**src/sv/wrm_pkg.sv**
```systemverilog
// Shared types and constants for the windowed RMS dynamic range core.
// Used by the channel interfaces, the controller, the datapath and the top level.
package wrm_pkg;

  localparam int unsigned SMP_W      = 16;
  localparam int unsigned LVL_W      = 16;
  localparam int unsigned PCT_W      = 17;
  localparam int unsigned CFG_IDX_W  = 3;
  localparam int unsigned CFG_DATA_W = 17;

  localparam logic [25:0] DB_SCALE = 26'd50504453;
  localparam int unsigned LOG_BIAS = 30 << 16;
  localparam logic [PCT_W-1:0] PCT_ONE = 17'h10000;

  localparam logic [12:0] WIN_LEN_RST  = 13'd1024;
  localparam logic [15:0] HOP_LEN_RST  = 16'd512;
  localparam logic [15:0] FLOOR_RST    = 16'h8800;
  localparam logic [16:0] LOW_PCT_RST  = 17'd6554;
  localparam logic [16:0] HIGH_PCT_RST = 17'd62259;

  typedef enum logic [CFG_IDX_W-1:0] {
    REG_WINDOW_LEN,
    REG_HOP_LEN,
    REG_FLOOR_DB,
    REG_LOW_PCT,
    REG_HIGH_PCT
  } reg_idx_e;

  typedef enum logic [4:0] {
    ST_IDLE,
    ST_SQ,
    ST_UPD,
    ST_CHK,
    ST_LG_LOAD,
    ST_LG_NORM,
    ST_LG_MUL,
    ST_LG_SQR,
    ST_DB_MUL,
    ST_DB_FIN,
    ST_EMIT_LVL,
    ST_PCT,
    ST_RK_LOAD,
    ST_RK_CAP,
    ST_RK_SWEEP,
    ST_RK_NEXT,
    ST_IP_MUL,
    ST_IP_FIN,
    ST_EMIT_SUM
  } st_e;

  typedef struct packed {
    logic accept;
    logic sq;
    logic upd;
    logic lg_load;
    logic lg_norm;
    logic lg_mul;
    logic lg_sqr;
    logic db_mul;
    logic db_fin;
    logic emit_lvl;
    logic pct_mul;
    logic rk_load;
    logic rk_cap;
    logic rk_sweep;
    logic rk_next;
    logic ip_mul;
    logic ip_fin;
    logic emit_sum;
  } cmd_t;

  typedef struct packed {
    logic have;
    logic eoc;
    logic sum_zero;
    logic lg_msb;
    logic lg_last;
    logic lg_sel;
    logic slot_free;
    logic sweep_done;
    logic rank_last;
  } sts_t;

endpackage

```
**src/sv/wrm_ctrl.sv**
```systemverilog
// Sequencing state machine for the windowed RMS dynamic range core.
// Depends on wrm_pkg; drives the datapath through cmd_t and watches sts_t.
module wrm_ctrl (
  input  logic          clk_i,
  input  logic          rst_ni,
  input  logic          in_valid_i,
  input  wrm_pkg::sts_t sts_i,
  output logic          in_ready_o,
  output wrm_pkg::cmd_t cmd_o
);

  wrm_pkg::st_e state_q, state_d;

  always_ff @(posedge clk_i or negedge rst_ni) begin
    if (!rst_ni) begin
      state_q <= wrm_pkg::ST_IDLE;
    end else begin
      state_q <= state_d;
    end
  end

  always_comb begin
    state_d    = state_q;
    cmd_o      = '0;
    in_ready_o = 1'b0;
    case (state_q)
      wrm_pkg::ST_IDLE: begin
        in_ready_o = 1'b1;
        if (in_valid_i) begin
          cmd_o.accept = 1'b1;
          state_d      = wrm_pkg::ST_SQ;
        end
      end
      wrm_pkg::ST_SQ: begin
        cmd_o.sq = 1'b1;
        state_d  = wrm_pkg::ST_UPD;
      end
      wrm_pkg::ST_UPD: begin
        cmd_o.upd = 1'b1;
        state_d   = wrm_pkg::ST_CHK;
      end
      wrm_pkg::ST_CHK: begin
        if (sts_i.have) begin
          state_d = sts_i.sum_zero ? wrm_pkg::ST_DB_FIN : wrm_pkg::ST_LG_LOAD;
        end else begin
          state_d = sts_i.eoc ? wrm_pkg::ST_PCT : wrm_pkg::ST_IDLE;
        end
      end
      wrm_pkg::ST_LG_LOAD: begin
        cmd_o.lg_load = 1'b1;
        state_d       = wrm_pkg::ST_LG_NORM;
      end
      wrm_pkg::ST_LG_NORM: begin
        cmd_o.lg_norm = 1'b1;
        if (sts_i.lg_msb) begin
          state_d = wrm_pkg::ST_LG_MUL;
        end
      end
      wrm_pkg::ST_LG_MUL: begin
        cmd_o.lg_mul = 1'b1;
        state_d      = wrm_pkg::ST_LG_SQR;
      end
      wrm_pkg::ST_LG_SQR: begin
        cmd_o.lg_sqr = 1'b1;
        if (!sts_i.lg_last) begin
          state_d = wrm_pkg::ST_LG_MUL;
        end else if (sts_i.lg_sel) begin
          state_d = wrm_pkg::ST_DB_MUL;
        end else begin
          state_d = wrm_pkg::ST_LG_LOAD;
        end
      end
      wrm_pkg::ST_DB_MUL: begin
        cmd_o.db_mul = 1'b1;
        state_d      = wrm_pkg::ST_DB_FIN;
      end
      wrm_pkg::ST_DB_FIN: begin
        cmd_o.db_fin = 1'b1;
        state_d      = wrm_pkg::ST_EMIT_LVL;
      end
      wrm_pkg::ST_EMIT_LVL: begin
        if (sts_i.slot_free) begin
          cmd_o.emit_lvl = 1'b1;
          state_d        = sts_i.eoc ? wrm_pkg::ST_PCT : wrm_pkg::ST_IDLE;
        end
      end
      wrm_pkg::ST_PCT: begin
        cmd_o.pct_mul = 1'b1;
        state_d       = wrm_pkg::ST_RK_LOAD;
      end
      wrm_pkg::ST_RK_LOAD: begin
        cmd_o.rk_load = 1'b1;
        state_d       = wrm_pkg::ST_RK_CAP;
      end
      wrm_pkg::ST_RK_CAP: begin
        cmd_o.rk_cap = 1'b1;
        state_d      = wrm_pkg::ST_RK_SWEEP;
      end
      wrm_pkg::ST_RK_SWEEP: begin
        cmd_o.rk_sweep = 1'b1;
        if (sts_i.sweep_done) begin
          state_d = wrm_pkg::ST_RK_NEXT;
        end
      end
      wrm_pkg::ST_RK_NEXT: begin
        cmd_o.rk_next = 1'b1;
        state_d       = sts_i.rank_last ? wrm_pkg::ST_IP_MUL : wrm_pkg::ST_RK_LOAD;
      end
      wrm_pkg::ST_IP_MUL: begin
        cmd_o.ip_mul = 1'b1;
        state_d      = wrm_pkg::ST_IP_FIN;
      end
      wrm_pkg::ST_IP_FIN: begin
        cmd_o.ip_fin = 1'b1;
        state_d      = wrm_pkg::ST_EMIT_SUM;
      end
      wrm_pkg::ST_EMIT_SUM: begin
        if (sts_i.slot_free) begin
          cmd_o.emit_sum = 1'b1;
          state_d        = wrm_pkg::ST_IDLE;
        end
      end
      default: begin
        state_d = wrm_pkg::ST_IDLE;
      end
    endcase
  end

endmodule

```
**config.mk**
```make
export PLATFORM = sky130hd
export DESIGN_NAME = wrm_ctrl
export DESIGN_NICKNAME = d
export VERILOG_FILES = /design/src/sv/wrm_pkg.sv /design/src/sv/wrm_ctrl.sv
export SDC_FILE = /design/constraint.sdc
export NUM_CORES = 1
export LEC_CHECK = 0
export BUFFER_PORTS_ARGS = -buffer_cell sky130_fd_sc_hd__buf_2
export CAP_MARGIN = 20
export CELL_PAD_IN_SITES_DETAIL_PLACEMENT = 2
export CELL_PAD_IN_SITES_GLOBAL_PLACEMENT = 2
export CORE_MARGIN = 2
export CORE_UTILIZATION = 23
export CTS_BUF_LIST = sky130_fd_sc_hd__clkbuf_4 sky130_fd_sc_hd__clkbuf_8
export CTS_CLUSTER_SIZE = 40
export DETAILED_ROUTE_END_ITERATION = 6
export PLACE_DENSITY_LB_ADDON = 0.1
export SLEW_MARGIN = 0
export SYNTH_ARGS = -nofsm -noshare
export SYNTH_HDL_FRONTEND = slang
export SYNTH_SLANG_ARGS = --single-unit
```
**constraint.sdc**
```tcl
create_clock -name clk_i -period 2.2 [get_ports clk_i]
set_input_delay 0.44 -clock clk_i [delete_from_list [all_inputs] [get_ports clk_i]]
set_output_delay 0.44 -clock clk_i [all_outputs]
set_load 0.01 [all_outputs]
```
==> summary by stage <==
Critical path
The delay contributed by the slowest stage of the critical path is 500 ps. On the critical path, the stage with the largest delay is an instance of dfrtp_1. STA classifies the critical path endpoint as a primary output. For flop-to-flop paths, the worst setup slack is 460 ps. The critical path goes through or3_4, nor2_1, and2_1, buf_2. The setup path with the least slack is of type flip-flop to primary output. Measured in cells, the most critical reg-to-reg path has a length of 4. The endpoint of the worst register-to-register path is state_q[1]$_DFFE_PN0P_. The buffering stage count on the worst path with inverters included is 1. The highest net fanout along the worst path is 10. At the worst endpoint, the required time is 1760 ps.

The startpoint identified for the worst register-to-register timing path is state_q[0]$_DFFE_PN0P_. The arrival time of the worst setup path is 1580 ps. The worst setup path is launched from a flip-flop. The gate family responsible for the most delay along the worst path is simple AND/OR/NAND/NOR gates.

Timing
Setup total negative slack on the finished layout was measured at 0 ps. Across the routed clock network, the largest skew measured is 5.73 ps. The number of pins with negative max-slew slack in the final report is 0. The highest clock frequency the design can meet is 495 MHz. Setup repair after global routing left no endpoint under its margin. In the finished design, the share of the clock period the worst path needs comes to 0.918. The hold violation count in the final report is 0. At the pin with the least slew margin, the transition time is 351 ps. For the finished layout, the period the worst path requires is 2020 ps. The relative slew slack is 0.766. The count of endpoints failing setup in the final report is 0.

Synth
Yosys attributes the largest share of cell area to dfrtp_1, nor2_1, o21ai_0, nand2_1, nor3_1. Yosys printed 0 warnings. The synthesized design spends more area on one cell type than any other, namely dfrtp_1. The top cell type's share of synthesized area is 0.198. The area of the mapped netlist is 632 sq um.

The distinct cell type count after synthesis is 39. After synthesis, the mean cell area works out to 6.94 sq um. The proportion of synthesized chip area in sequential cells is 0.198. The post-synthesis cell count is 91. The number of enable flip-flop cells after synthesis is 0.

Counting flops with an async set or reset pin after synthesis yields a share of 1.00. Counting instances in the post-synthesis netlist gives the leading cell types as nor2_1, nand2_1, o21ai_0. Among all cell types in the netlist, the one instantiated most often is nor2_1. In the synthesized netlist the dominant register cell turns out to be dfrtp_1. The number of nets in the synthesized netlist is 103. The synthesis-stage register bit count is 5.

Routing
Once detail routing completed, the nets flagged for antenna violations numbered 0. The number of iterations in the first detailed-routing pass is 2. In the final routed layout, each cell accounts on average for 15.9 um.

After the first detailed-routing iteration, the DRC count stood at 8. For this run, design rule violations remaining after detail routing come to 0. The routed wire length is 2390 um.

After detailed routing, the number of vias per cell comes to 5.07. The detailed-route via count is 766.

Cells and area
The number of flip-flops under the largest register name is 5. The final instance count without filler cells is 151. The fraction of the core area covered by cells at the end of the flow is 0.311. The synthesis-to-layout area growth is 32.1%. The largest registers in the layout are state_q: 5 flops. Ranked by flip-flop count, first place goes to state_q. The number of antenna repair diodes is 0. The area of all placed cells without fillers is 835 sq um. The fraction of layout cells with a size suffix above 1 is 0.375. The final-stage net count is 133.

Clock network
The maximum buffer depth of the clock tree is 2. The post-CTS setup buffer count is 0. The number of clock sinks seen by CTS is 5. The tree is rooted in a clkbuf_4. Clock tree synthesis inserted a total of 3 buffers.

CTS built an H-tree with a depth of 1. TritonCTS built the clock tree. The clock reaches the later pin of the worst-skew pair after 240 ps.

Clock-pin slew was measured on the worst setup and hold paths at 50 ps.

Pwr
The maximum VDD drop is 0.000447 V. The total power is 1.11 mW. The leakage power summed over all cells is 0.410 nW. Dividing total power by cell area gives a power density of 1330 nW/um^2.

Global routing
The global-route wire length before repair is 3930 um. The number of antenna violations at the first check in global routing was 0. The largest net degree at the start of global routing is 17.

The aggregate global routing overflow is 0. The via count of the first global-routing pass was 805. The global router's overall resource usage is 0.156.

Placed design
Once placement finished, the instance area stood at 787 sq um. At the end of routability-driven placement, the weighted congestion stood at 0.758. Detailed placement ended at an HPWL of 1860 um. In this run the tool buffered the top-level ports with 30 buffer cells.

The number of instances in the placed design is 146.

Floorplanning
The total die area is 3180 sq um. The floorplan step defined a core boundary enclosing 2690 sq um. The number of core rows is 19. For this configuration, the core starts out at a cell density of 0.235. The number of top-level pins is 31. The die outline height is 56.4 um.

The die is 56.4 um wide.

Hold path
The worst hold path begins at sts_i[0]. The worst hold path belongs to the class input pin to flip-flop. The worst hold path passes through 2 cells.

The worst hold path terminates at state_q[4]$_DFFE_PN0P_.

Run status
The flow ran to the end, and the final reports show no timing, DRC or antenna violations.

Run
The tool flagged a number of max-cap violations equal to 0.
[cell families after synthesis]
family                 synth area share
XOR/XNOR                         0.0139
multiplexers                     0.0396
buffers and inverters             0.101
flip-flops                        0.198
AND/OR/NAND/NOR                   0.424
AO/OA/AOI/OAI                     0.224
[layout make-up]
class | count | area [sq um]
fill | 336 | 1850
multi-input combinational | 75 | 448
timing repair buffer | 34 | 183
sequential | 5 | 128
tap | 31 | 38.8
clock buffer | 4 | 30.0
inverter | 2 | 7.51
[worst register-to-register path: stages, from the launching register on]
cell and delay [ps]:
dfrtp_2 490, or4b_1 520, o22ai_1 150, or3_4 180, mux2_4 290
[worst max path at each step]
stage,from,end,depth (start not counted)
6_report,state_q[3]$_DFFE_PN0P_,cmd_o[17],4
5_1_grt,state_q[4]$_DFFE_PN0P_,cmd_o[8],3
4_1_cts,state_q[1]$_DFFE_PN0P_,cmd_o[17],4
3_5_place_dp,state_q[1]$_DFFE_PN0P_,cmd_o[17],4
3_3_place_gp,state_q[0]$_DFFE_PN0P_,state_q[1]$_DFFE_PN0P_,4
2_1_floorplan,state_q[3]$_DFFE_PN0P_,cmd_o[17],4
[cells in the final DEF, fill, tap and decap left out, drive strengths merged, types with 3 or more instances in the layout]
cell type  instances
buf               33
nand3b             3
nor2              21
o21ai              7
or3                4
clkbuf             4
nand2b             3
nor3               5
dfrtp              5
nand2              7
[power breakdown]
part | switching [mW] | internal, mW
Combinational | 0.405 | 0.329
Sequential | 0.124 | 0.136
Clock | 0.0392 | 0.0810
[layer usage]
layer	share of wire	vias up	global-route usage
met5	0	-	0
met4	0	0	0.0510
met3	0.034	0	0.0161
met2	0.51	20	0.274
met1	0.46	365	0.199
li1	-	381	-
[through the flow]
step           setup slack [ps]  hold WS [ps]
4_1_cts                    56.1           482
6_report                    181           485
2_1_floorplan               440           144
5_1_grt                    45.5           489
3_5_place_dp                331           263
3_3_place_gp                392           260
[what timing repair did]
| action | CTS | global route |
|---|---|---|
| gates resized for setup | 0 | 3 |
| hold endpoints to repair | 3 | 0 |
| endpoints found under the setup margin | 0 | 2 |
| hold buffers | 1 | 0 |
Power figures use the tool's default switching activity.
